==> config.mk <==
export PLATFORM = sky130hd
export DESIGN_NAME = rfs_ctrl
export DESIGN_NICKNAME = d
export VERILOG_FILES = /design/src/rtl/rfs_pkg.sv /design/src/rtl/rfs_ctrl.sv
export SDC_FILE = /design/constraint.sdc
export NUM_CORES = 1
export LEC_CHECK = 0
export BUFFER_PORTS_ARGS = -buffer_cell sky130_fd_sc_hd__buf_2
export CORE_MARGIN = 2
export CORE_UTILIZATION = 49
export CTS_CLUSTER_SIZE = 40
export DETAILED_ROUTE_END_ITERATION = 10
export GPL_TIMING_DRIVEN = 0
export PLACE_DENSITY = 0.83
export SLEW_MARGIN = 25
export SYNTH_ARGS = -nofsm -noshare
export SYNTH_HDL_FRONTEND = slang
export SYNTH_SLANG_ARGS = --single-unit
export TNS_END_PERCENT = 30
==> constraint.sdc <==
create_clock -name clock -period 1.75 [get_ports clock]
set_input_delay 0.35 -clock clock [delete_from_list [all_inputs] [get_ports clock]]
set_output_delay 0.35 -clock clock [all_outputs]
set_load 0.02 [all_outputs]
==> src/rtl/rfs_pkg.sv <==
// Shared types, register codes and helpers for the running field statistics block.
package rfs_pkg;

   localparam int unsigned MAX_COMPONENTS = 3;

   // Configuration register indexes
   localparam logic [2:0] CSR_MAGNITUDE_MODE   = 3'd0;
   localparam logic [2:0] CSR_COMPONENT_SELECT = 3'd1;
   localparam logic [2:0] CSR_COMPONENT_COUNT  = 3'd2;
   localparam logic [2:0] CSR_GHOST_MASK       = 3'd3;
   localparam logic [2:0] CSR_MOMENTS_ENABLE   = 3'd4;

   typedef enum logic [4:0] {
      ST_IDLE, ST_DECIDE, ST_MAG_MUL, ST_MAG_ACC, ST_MAG_WAIT, ST_MOM, ST_MEAN_WAIT,
      ST_DEV_MUL, ST_M2_ADD, ST_SQ_MUL, ST_MS_DIV, ST_MS_WAIT, ST_COMMIT, ST_LAST,
      ST_VAR_WAIT, ST_RMS, ST_RMS_WAIT, ST_STD, ST_STD_WAIT, ST_EMIT
   } state_type;

   typedef enum logic [4:0] {
      OP_NONE, OP_LOAD, OP_PICK_COMP, OP_MAG_MUL, OP_MAG_ACC, OP_MAG_ROOT, OP_PICK_MAG,
      OP_MEAN_DIV, OP_MEAN_SET, OP_DEV_MUL, OP_M2_ADD, OP_SQ_MUL, OP_MS_DIV, OP_MS_SET,
      OP_COMMIT, OP_VAR_DIV, OP_VAR_SET, OP_RMS_ROOT, OP_RMS_SET, OP_STD_ROOT,
      OP_STD_SET, OP_EMIT
   } op_type;

   typedef struct packed {
      op_type op;
   } cmd_type;

   typedef struct packed {
      logic skip;
      logic last;
      logic mag_mode;
      logic mag_more;
      logic moments;
      logic seen;
      logic div_done;
      logic root_done;
      logic rsp_free;
   } status_type;

   // Magnitude of a signed 32-bit word as an unsigned 32-bit word
   function automatic logic [31:0] abs32(input logic [31:0] x);
      abs32 = x[31] ? (~x + 32'd1) : x;
   endfunction

   // Magnitude of a signed 33-bit difference, which always fits 32 bits here
   function automatic logic [31:0] abs33(input logic [32:0] x);
      logic [32:0] m;
      m = x[32] ? (~x + 33'd1) : x;
      abs33 = m[31:0];
   endfunction

endpackage

==> src/rtl/rfs_ctrl.sv <==
// Controller: sequences the datapath through one tuple and the final result.
module rfs_ctrl import rfs_pkg::*; (
   input  logic       clock,
   input  logic       reset,
   input  logic       req_valid,
   output logic       req_ready,
   input  status_type status,
   output cmd_type    cmd
);

   state_type st_ff, st_in;

   always_ff @(posedge clock) begin
      if (reset) begin
         st_ff <= ST_IDLE;
      end else begin
         st_ff <= st_in;
      end
   end

   // Next state
   always_comb begin
      st_in = st_ff;
      unique case (st_ff)
         ST_IDLE:      if (req_valid) st_in = ST_DECIDE;
         ST_DECIDE: begin
            if (status.skip) begin
               st_in = ST_LAST;
            end else if (status.mag_mode) begin
               st_in = ST_MAG_MUL;
            end else begin
               st_in = ST_MOM;
            end
         end
         ST_MAG_MUL:   st_in = status.mag_more ? ST_MAG_ACC : ST_MAG_WAIT;
         ST_MAG_ACC:   st_in = ST_MAG_MUL;
         ST_MAG_WAIT:  if (status.root_done) st_in = ST_MOM;
         ST_MOM:       st_in = status.moments ? ST_MEAN_WAIT : ST_COMMIT;
         ST_MEAN_WAIT: if (status.div_done) st_in = ST_DEV_MUL;
         ST_DEV_MUL:   st_in = ST_M2_ADD;
         ST_M2_ADD:    st_in = ST_SQ_MUL;
         ST_SQ_MUL:    st_in = ST_MS_DIV;
         ST_MS_DIV:    st_in = ST_MS_WAIT;
         ST_MS_WAIT:   if (status.div_done) st_in = ST_COMMIT;
         ST_COMMIT:    st_in = ST_LAST;
         ST_LAST: begin
            if (!status.last) begin
               st_in = ST_IDLE;
            end else if (status.seen && status.moments) begin
               st_in = ST_VAR_WAIT;
            end else begin
               st_in = ST_EMIT;
            end
         end
         ST_VAR_WAIT:  if (status.div_done) st_in = ST_RMS;
         ST_RMS:       st_in = ST_RMS_WAIT;
         ST_RMS_WAIT:  if (status.root_done) st_in = ST_STD;
         ST_STD:       st_in = ST_STD_WAIT;
         ST_STD_WAIT:  if (status.root_done) st_in = ST_EMIT;
         ST_EMIT:      if (status.rsp_free) st_in = ST_IDLE;
         default:      st_in = ST_IDLE;
      endcase
   end

   // Outputs
   always_comb begin
      cmd.op    = OP_NONE;
      req_ready = 1'b0;
      unique case (st_ff)
         ST_IDLE: begin
            req_ready = 1'b1;
            if (req_valid) cmd.op = OP_LOAD;
         end
         ST_DECIDE:    if (!status.skip && !status.mag_mode) cmd.op = OP_PICK_COMP;
         ST_MAG_MUL:   cmd.op = status.mag_more ? OP_MAG_MUL : OP_MAG_ROOT;
         ST_MAG_ACC:   cmd.op = OP_MAG_ACC;
         ST_MAG_WAIT:  if (status.root_done) cmd.op = OP_PICK_MAG;
         ST_MOM:       if (status.moments) cmd.op = OP_MEAN_DIV;
         ST_MEAN_WAIT: if (status.div_done) cmd.op = OP_MEAN_SET;
         ST_DEV_MUL:   cmd.op = OP_DEV_MUL;
         ST_M2_ADD:    cmd.op = OP_M2_ADD;
         ST_SQ_MUL:    cmd.op = OP_SQ_MUL;
         ST_MS_DIV:    cmd.op = OP_MS_DIV;
         ST_MS_WAIT:   if (status.div_done) cmd.op = OP_MS_SET;
         ST_COMMIT:    cmd.op = OP_COMMIT;
         ST_LAST:      if (status.last && status.seen && status.moments) cmd.op = OP_VAR_DIV;
         ST_VAR_WAIT:  if (status.div_done) cmd.op = OP_VAR_SET;
         ST_RMS:       cmd.op = OP_RMS_ROOT;
         ST_RMS_WAIT:  if (status.root_done) cmd.op = OP_RMS_SET;
         ST_STD:       cmd.op = OP_STD_ROOT;
         ST_STD_WAIT:  if (status.root_done) cmd.op = OP_STD_SET;
         ST_EMIT:      if (status.rsp_free) cmd.op = OP_EMIT;
         default:      cmd.op = OP_NONE;
      endcase
   end

endmodule

==> key figures, run 1 <==
Timing
  • Worst rel slew slack: 69.48%
  • F_max: 466.7 MHz
  • Final Cycle Share: 122.4%
  • Final setup fails: 9
  • Worst Slack Setup Final: -392.5 ps
  • Endpoints failing hold: 0
  • Slew Viols, Final: 0
  • Clock period minus worst slack: 2143 ps
  • Worst-Margin Slew: 457.8 ps
  • Clock skew: 13.64 ps
  • Final hold slack: 302.5 ps
  • RSZ-0062 raised after global routing: yes

Critical path
  • Reg2reg end: st_ff[1]
  • CP Cell Sequence: buf_6 > buf_8 > inv_4 > nand2_4 > o21ai_2 > a222oi_1 > nand2_2 > buf_6
  • Most used cell, CP: buf_6
  • Reg2Reg Setup Slack: -220 ps
  • Crit path required time: 1400 ps
  • CP bufs+invs: 4
  • RR Startpoint: st_ff[0]
  • Worst R2R Path Depth: 9
  • Crit-path leading delay family: compound AO/OA/AOI/OAI gates
  • CP Capture Type: output pin
  • CP max-delay cell: a222oi_1
  • Critical Path Max Stage Delay: 430 ps
  • Worst setup SP type: flip-flop
  • Setup Crit Path Kind: flip-flop to output pin
  • Crit-path max FO: 7
  • Crit path arrival time: 1790 ps

Finish
  • Area growth from synthesis to layout: 72.83%
  • Inserted Diodes: 0
  • Final cell count without fillers: 212
  • Nets: 200
  • Largest Register: st_ff
  • Max reg flops: 5
  • Regs by FF count: st_ff: 5 flops
  • Share of cells above drive strength 1: 48.13%
  • Finished Cell Area: 0.001592 mm2

Yosys
  • Synth top area share: 10.87%
  • XOR/XNOR Fraction of Synth Area: 1.902%
  • Top post-synthesis cells by area: dfxtp_1 (11%), nand2_1 (6.1%), nand2b_1 (6.1%)
  • Synth warn: 0
  • Post-Synth Simple-Gate Area: 44.84%
  • Commonest cells post-synth: nand2_1 (15), nor2_1 (15), a21oi_1 (9), nand2b_1 (9), buf_2 (8)
  • Post-synthesis adder-cell area fraction: 0%
  • Mapped Area: 920.9 um2
  • #FFs+latches synth: 5
  • Sequential share of the synthesized area: 10.87%
  • Largest family of logic cells by synthesized area: simple AND/OR/NAND/NOR gates
  • Synth cell types: 45
  • Asr flop ratio synth: 0%
  • Post-synthesis mux area share: 1.087%
  • Syn Area/Cell: 6.440 um2
  • Post-Synthesis Cells: 143
  • Largest area contributor in the netlist: dfxtp_1
  • Syn Nets: 155
  • EDFF count, synth: 0
  • Complex-gate fraction of the synthesized area: 31.66%
  • Post-synth top flop: dfxtp_1

Power and ir drop
  • Total power: 0.002903 W
  • Pleak: 0.6741 nW
  • PD cells: 1824 mW/mm2
  • Net Switching: 0.001469 W
  • Sequential share of power: 7.2%
  • Peak supply drop: 1.186 mV
  • Clk pwr share: 5.2%
  • Internal power: 0.001434 W
  • Logic pwr share: 87.6%
  • Sw Ratio: 50.59%

Floorplanning
  • Die W: 47.35 um
  • IO Pins: 18
  • Row Count: 15
  • Die Y: 47.35 um
  • Core box area: 0.001745 mm2
  • Starting Density: 52.76%
  • Die area: 0.002242 mm2

Clock tree
  • CTS Sinks: 5
  • Worst-path clk slew: 50 ps
  • Worst-Skew Late Latency: 270 ps
  • CTS Buf Count: 3
  • CTS tree: done
  • H-tree depth: 1
  • Clock tree buffer depth: 2
  • CTS root buf: clkbuf_4

Hold path
  • Hold_sp: reset
  • Hold depth: 2
  • Hold WC Path Type: input port to flip-flop
  • WHS Endpoint: st_ff[4]

Place
  • Placed insts: 185
  • Placed cell area: 0.001062 mm2
  • Routability cong.: 0.9797
  • Final HPWL DP: 2195 um
  • I/O Buffers: 17

Detailed routing
  • DR vias: 1582
  • DR pass1 iterations: 6
  • Antenna Nets Post-Route: 0
  • 1st-iter DRT viols: 243
  • Average wire per standard cell: 24.54 um
  • Detailed Route WL: 5202 um
  • Via/cell ratio: 7.462
  • Detailed-route DRC error count: 0

GRT
  • Initial antenna violation count: 0
  • Number of global-route vias before repair: 1439
  • Wire length of the first global-routing pass: 7672 um
  • Pin count of the biggest net entering global routing: 11
  • All-layer global routing usage: 52.36%
  • GRT overflow: 0

Status
  • Status: finished with violations
  • Failing checks: setup timing

Job
  • Max cap viols: 0
-- placed cells by master, fill, tap and decap left out, types with 6 or more instances in the layout --
cell	instances
buf_2	13
nor2_1	14
buf_4	20
nand2b_1	7
o21ai_1	6
a21oi_1	7
buf_6	13
nand2_1	13
-- per-stage QoR --
stage,TNS (ps),setup WS (ps),utilization [%]
3_5_place_dp,-1601,-351.5,60.86
3_3_place_gp,-1408,-366.2,60.86
4_1_cts,-953.7,-196.4,88.32
6_report,-2331,-392.5,91.18
2_1_floorplan,-22.22,-22.22,-
5_1_grt,-2830,-445.5,91.18
-- layout make-up --
| class | instances | area, um2 |
|---|---|---|
| Multi-Input combinational cell | 119 | 882.1 |
| Timing Repair Buffer | 40 | 315.3 |
| Buffer | 14 | 206.4 |
| Fill cell | 71 | 153.9 |
| Sequential cell | 5 | 108.9 |
| Tap cell | 25 | 31.28 |
| Clock buffer | 4 | 26.28 |
| Inverter | 5 | 21.27 |
-- power groups by stage --
stage          Combinational, W  Clock [W]  Sequential [W]
6_report                0.00254   0.000151        0.000209
5_1_grt                 0.00265   0.000151        0.000208
4_1_cts                 0.00212   0.000140        0.000200
3_5_place_dp            0.00141          0        0.000183
3_3_place_gp            0.00137          0        0.000181
2_1_floorplan           0.00108          0        0.000175
-- repair_timing --
action                     in CTS  in global routing
buffers inserted               20                  4
hold buffers                    0                  0
setup endpoints to repair      10                 11
pin swaps                      14                  9
resized for setup              67                 16
gates cloned                    3                  0
-- logic make-up (layout without fill, tap and decap cells) --
logic type	after synthesis	count (layout)
XOR/XNOR	2	2
buffers and inverters	19	63
AO/OA/AOI/OAI	44	44
multiplexers	1	1
flip-flops	5	5
AND/OR/NAND/NOR	72	72
-- worst max-delay path by stage --
stage / depth (start not counted) / to / slack [ps] / from
floorplan: 7 / cmd[0] / -20 / st_ff[3]
global placement: 7 / cmd[2] / -370 / st_ff[0]
detailed placement: 8 / cmd[0] / -350 / st_ff[0]
CTS: 8 / cmd[0] / -200 / st_ff[3]
global route: 8 / cmd[1] / -450 / st_ff[0]
finish: 8 / cmd[1] / -390 / st_ff[0]
-- routing by layer --
| layer | vias up | share of wire, % | global-route usage, % |
|---|---|---|---|
| li1 | 622 | - | - |
| met1 | 686 | 32 | 58.05 |
| met2 | 193 | 43 | 73.24 |
| met3 | 81 | 14 | 28.08 |
| met4 | 0 | 11 | 42.22 |
| met5 | - | 0 | 0 |
-- worst register-to-register path: stages, from the launching register on --
cell and delay (ps):
dfxtp_2 330, buf_6 130, buf_6 120, and4b_1 210, buf_4 140, buf_4 130, o21ai_1 160, o21ai_0 160
a221oi_2 330, o21ai_1 130
(Power assumes the default switching activity.)
==> run 2: changes to the inputs <==
--- a/config.mk
+++ b/config.mk
@@ -6,6 +6,7 @@
 export NUM_CORES = 1
 export LEC_CHECK = 0
 export BUFFER_PORTS_ARGS = -buffer_cell sky130_fd_sc_hd__buf_2
+export CAP_MARGIN = 15
 export CORE_MARGIN = 2
 export CORE_UTILIZATION = 49
 export CTS_CLUSTER_SIZE = 40
==> constraint.sdc (replaced) <==
create_clock -name clock -period 1.75 [get_ports clock]
set_input_delay 0.35 -clock clock [delete_from_list [all_inputs] [get_ports clock]]
set_output_delay 0.35 -clock clock [all_outputs]
set_load 0.01 [all_outputs]
==> key figures, run 2 (synthesized netlist as in run 1, its figures left out) <==
Critical path
  • Crit path arrival time: 1850 ps
  • Reg2Reg Setup Slack: -160 ps
  • Setup Crit Path Kind: flip-flop to output pin
  • Critical Path Max Stage Delay: 360 ps
  • CP Cell Sequence: buf_6 > buf_6 > nor2_1 > a21oi_1 > o21ai_0 > nand2_1 > o2111ai_2 > buf_2
  • Crit-path max FO: 10
  • CP Capture Type: output pin
  • CP max-delay cell: dfxtp_4
  • Worst R2R Path Depth: 10
  • Crit path required time: 1400 ps
  • Worst setup SP type: flip-flop
  • Most used cell, CP: buf_6

Place
  • Placed cell area: 0.001045 mm2
  • Final HPWL DP: 2266 um
  • Setup Slack @ Placement: -430.6 ps
  • Routability cong.: 0.9790
  • I/O Buffers: 17

Detailed routing
  • Detailed Route WL: 4943 um
  • Antenna Nets Post-Route: 0
  • Average wire per standard cell: 23.32 um
  • Detailed-route DRC error count: 0
  • DR vias: 1565
  • Via/cell ratio: 7.382
  • DR pass1 iterations: 5
  • 1st-iter DRT viols: 159

Finish
  • Most frequent cells in the layout: buf_4 (22), buf_2 (18), nor2_1 (13)
  • Multi-input gate area: 893.4 um2
  • Fin util: 88.03%
  • Finished Cell Area: 0.001536 mm2
  • Inserted Diodes: 0
  • Area growth from synthesis to layout: 66.85%
  • Max reg flops: 5
  • Share of cells above drive strength 1: 48.66%
  • Regs by FF count: st_ff: 5 flops
  • Fillers: 86
  • Register area: 107.6 um2
  • Nets: 200
  • Largest Register: st_ff
  • Most common cell after layout, fill and taps aside: buf_4

Timing
  • Final hold slack: 332.2 ps
  • RSZ-0062 raised after global routing: yes
  • Worst rel slew slack: 74.13%
  • Final setup fails: 11
  • Worst-Margin Slew: 388.0 ps
  • Clock skew: 8.361 ps
  • F_max: 453.8 MHz
  • Endpoints failing hold: 0
  • Slew Viols, Final: 0
  • Worst Slack Setup Final: -453.8 ps
  • Final Cycle Share: 125.9%
  • Clock period minus worst slack: 2204 ps

Clock tree
  • CTS Sinks: 5
  • # hold bufs at CTS: 0
  • CTS tree: done
  • Worst-path clk slew: 50 ps
  • Worst-Skew Late Latency: 260 ps
  • CTS root buf: clkbuf_4
  • CTS Buf Count: 3
  • H-tree depth: 1
  • Clock tree buffer depth: 2

Power and ir drop
  • PD cells: 1693 mW/mm2
  • Total power: 0.002602 W
  • Peak supply drop: 1.213 mV
  • Pleak: 0.6376 nW

Floorplanning
  • Die Y: 47.35 um
  • Die area: 0.002242 mm2
  • Die W: 47.35 um
  • Core box area: 0.001745 mm2
  • Row Count: 15
  • Starting Density: 52.76%
  • IO Pins: 18

GRT
  • All-layer global routing usage: 43.17%
  • Pin count of the biggest net entering global routing: 11
  • Number of global-route vias before repair: 1307
  • Wire length of the first global-routing pass: 6568 um
  • GRT overflow: 0
  • Initial antenna violation count: 0

Hold path
  • Hold depth: 2
  • Hold WC Path Type: input port to flip-flop

Status
  • Failing checks: setup timing
  • Status: finished with violations

Job
  • Max cap viols: 0
==> run 2: cell types whose count changed in the layout (fill, tap and decap cells not counted), sizes merged <==
| cell | previous run | this run |
|---|---|---|
| buf | 49 | 52 |
| clkbuf | 8 | 6 |
| bufbuf | 1 | 0 |
==> run 2: layout make-up <==
class                   count  share of cell area (%)
plain buffers              14                   12.30
clock buffers               4                   1.710
inverters                   5                   1.710
multi-input cells         119                   58.14
flip-flops and latches      5                   7.003
well taps                  25                   2.036
repair buffers             40                   17.10
==> run 2: per-layer routing <==
metal  routed length [um]  up-vias  global-route usage (%)  share of wire, %
met5                    0        -                       0                 0
met4                  359        0                   21.11               7.3
met3                  617       60                   7.692                12
met2                 2235      173                   72.16                45
met1                 1731      707                   52.74                35
li1                     -      625                       -                 -
==> run 2: final timing paths <==
| kind | to | from |
|---|---|---|
| worst max-delay path | cmd[0] | st_ff[2] |
| worst min-delay path | st_ff[4] | reset |
| worst max register to register | st_ff[2] | st_ff[0] |
| worst min register to register | st_ff[4] | st_ff[4] |
==> run 2: worst max-delay path, delay by kind of cell (launching register included) <==
family                 cells  cell delay [ps]
AND/OR/NAND/NOR            2              290
buffers and inverters      3              450
AO/OA/AOI/OAI              3              490
flip-flops                 1              360
==> run 2: timing repair <==
action	CTS	global route
cloned	1	0
setup endpoints to repair	10	10
hold endpoints to repair	0	0
pin swaps	16	8
gates resized for setup	60	16
buffers inserted	17	5
==> run 2: metrics by stage <==
step / std cells / TNS (ps)
floorplan: 143 / -12.52
global placement: 185 / -1452
detailed placement: 185 / -1874
CTS: 207 / -839.7
global route: 212 / -2341
finish: 212 / -1906
==> run 2: power by group <==
group          internal [W]  switching [W]  leakage, nW
clock             0.0000868      0.0000571       0.0150
sequential         0.000164      0.0000350       0.0428
combinational       0.00102        0.00124        0.580
==> run 3: changes to the inputs <==
--- a/config.mk
+++ b/config.mk
@@ -11,7 +11,6 @@
 export CORE_UTILIZATION = 49
 export CTS_CLUSTER_SIZE = 40
 export DETAILED_ROUTE_END_ITERATION = 10
-export GPL_TIMING_DRIVEN = 0
 export PLACE_DENSITY = 0.83
 export SLEW_MARGIN = 25
 export SYNTH_ARGS = -nofsm -noshare
==> key figures, run 3 (synthesized netlist as in run 1, its figures left out) <==
Status
  • Status: finished with violations
  • Failing checks: setup timing

Critical path
  • Critical Path Max Stage Delay: 400 ps
  • CP Capture Type: output pin
  • Setup Crit Path Kind: flip-flop to output pin
  • Worst setup SP type: flip-flop
  • CP Launch Point: st_ff[1]
  • CP max-delay cell: dfxtp_4
  • Crit path required time: 1400 ps
  • Crit path arrival time: 1600 ps
  • CP Cell Sequence: buf_6 > nand2b_4 > nor3_4 > a222oi_1 > nand2_1 > buf_2
  • Crit-path max FO: 7
  • RR Startpoint: st_ff[0]

Finish
  • Fin util: 88.46%
  • Inserted Diodes: 0
  • Final cell count without fillers: 218
  • Nets: 206
  • Share of cells above drive strength 1: 47.15%
  • Max reg flops: 5
  • Most common cell after layout, fill and taps aside: buf_4
  • Area growth from synthesis to layout: 67.66%
  • Largest Register: st_ff
  • Regs by FF count: st_ff: 5 flops
  • Finished Cell Area: 0.001544 mm2
  • Most frequent cells in the layout: buf_4 (32), buf_2 (16), nor2_1 (15)

Clock tree
  • Clock tree buffer depth: 2
  • CTS Buf Count: 3
  • CTS root buf: clkbuf_4
  • H-tree depth: 1
  • CTS Sinks: 5
  • Worst-Skew Late Latency: 240 ps
  • CTS tree: done
  • Worst-path clk slew: 50 ps

Detailed routing
  • DR vias: 1458
  • Average wire per standard cell: 19.63 um
  • Detailed-route DRC error count: 0
  • Via/cell ratio: 6.688
  • Detailed Route WL: 4279 um
  • Antenna Nets Post-Route: 0
  • 1st-iter DRT viols: 117
  • DR pass1 iterations: 4

Place
  • Setup Slack @ Placement: -139.1 ps
  • Final HPWL DP: 2299 um
  • Placed insts: 199
  • I/O Buffers: 17
  • Placed cell area: 0.001195 mm2
  • Routability cong.: 0.9260

GRT
  • GRT overflow: 0
  • All-layer global routing usage: 35.63%
  • Pin count of the biggest net entering global routing: 15
  • Initial antenna violation count: 0
  • Number of global-route vias before repair: 1187
  • Wire length of the first global-routing pass: 5609 um

Power and ir drop
  • Peak supply drop: 0.9158 mV
  • Sw Ratio: 48.49%
  • Net Switching: 0.001234 W
  • Clk pwr share: 5.4%
  • Pleak: 0.6638 nW
  • PD cells: 1649 mW/mm2
  • Logic pwr share: 83.1%
  • Sequential share of power: 11.5%
  • Internal power: 0.001311 W

Timing
  • Worst rel slew slack: 76.87%
  • RSZ-0062 raised after global routing: yes
  • Clock period minus worst slack: 1950 ps
  • Setup_tns: -1056 ps
  • Clock skew: 4.907 ps
  • Slew Viols, Final: 0
  • Worst-Margin Slew: 346.3 ps
  • Final Cycle Share: 111.4%
  • Endpoints failing hold: 0
  • F_max: 512.8 MHz
  • Worst Slack Setup Final: -199.9 ps
  • Final setup fails: 11

Floorplanning
  • Row Count: 15
  • Die Y: 47.35 um
  • Core box area: 0.001745 mm2
  • Die area: 0.002242 mm2
  • IO Pins: 18
  • Die W: 47.35 um
  • Starting Density: 52.76%

Hold path
  • Hold WC Path Type: input port to flip-flop
  • Hold_sp: reset

Job
  • Max cap viols: 0
==> run 3: power groups by stage <==
stage | Combinational [W] | Clock (W) | Sequential (W)
after floorplan | 0.000974 | 0 | 0.000175
after global placement | 0.00141 | 0 | 0.000249
after detailed placement | 0.00145 | 0 | 0.000255
after CTS | 0.00172 | 0.000137 | 0.000281
after global routing | 0.00221 | 0.000149 | 0.000293
final | 0.00212 | 0.000137 | 0.000293
==> run 3: per-stage QoR <==
| stage | hold slack (ps) | power, W |
|---|---|---|
| 2_1_floorplan | 414.6 | 0.001149 |
| 6_report | 343.4 | 0.002545 |
| 3_3_place_gp | 572.6 | 0.001656 |
| 4_1_cts | 320.0 | 0.002138 |
| 3_5_place_dp | 580.0 | 0.001706 |
| 5_1_grt | 351.3 | 0.002656 |
==> run 3: critical path: cells and delay by family (launching register included) <==
kind	cells	cell delay, ps
AO/OA/AOI/OAI	1	360
buffers and inverters	2	300
flip-flops	1	400
AND/OR/NAND/NOR	3	300
==> run 3: routing by layer <==
metal	vias up	track usage, %	wire length [um]	share of wire (%)
met5	-	0	0	0
met4	0	13.89	233	5.4
met3	34	5.769	464	11
met2	118	57.57	1978	46
met1	674	46.94	1601	37
li1	632	-	-	-
==> run 3: final timing paths <==
check / cells past startpoint / to / slack, ps
min: 2 / st_ff[3] / 340
max: 6 / cmd[1] / -200
max reg2reg: 9 / st_ff[2] / -110
min reg2reg: 3 / st_ff[0] / 660
==> run 3: layout make-up <==
| class | count | area (um2) |
|---|---|---|
| timing repair buffer | 60 | 489.2 |
| multi-input combinational | 119 | 862.1 |
| tap | 25 | 31.28 |
| sequential | 5 | 116.4 |
| inverter | 5 | 18.77 |
| fill | 95 | 201.4 |
| clock buffer | 4 | 26.28 |
==> run 3: timing repair <==
action	CTS	global route
gates cloned	0	1
resized for setup	29	20
hold buffers	0	0
endpoints found under the hold margin	0	0
setup buffers	7	7
pin swaps	9	11
setup endpoints to repair	10	11
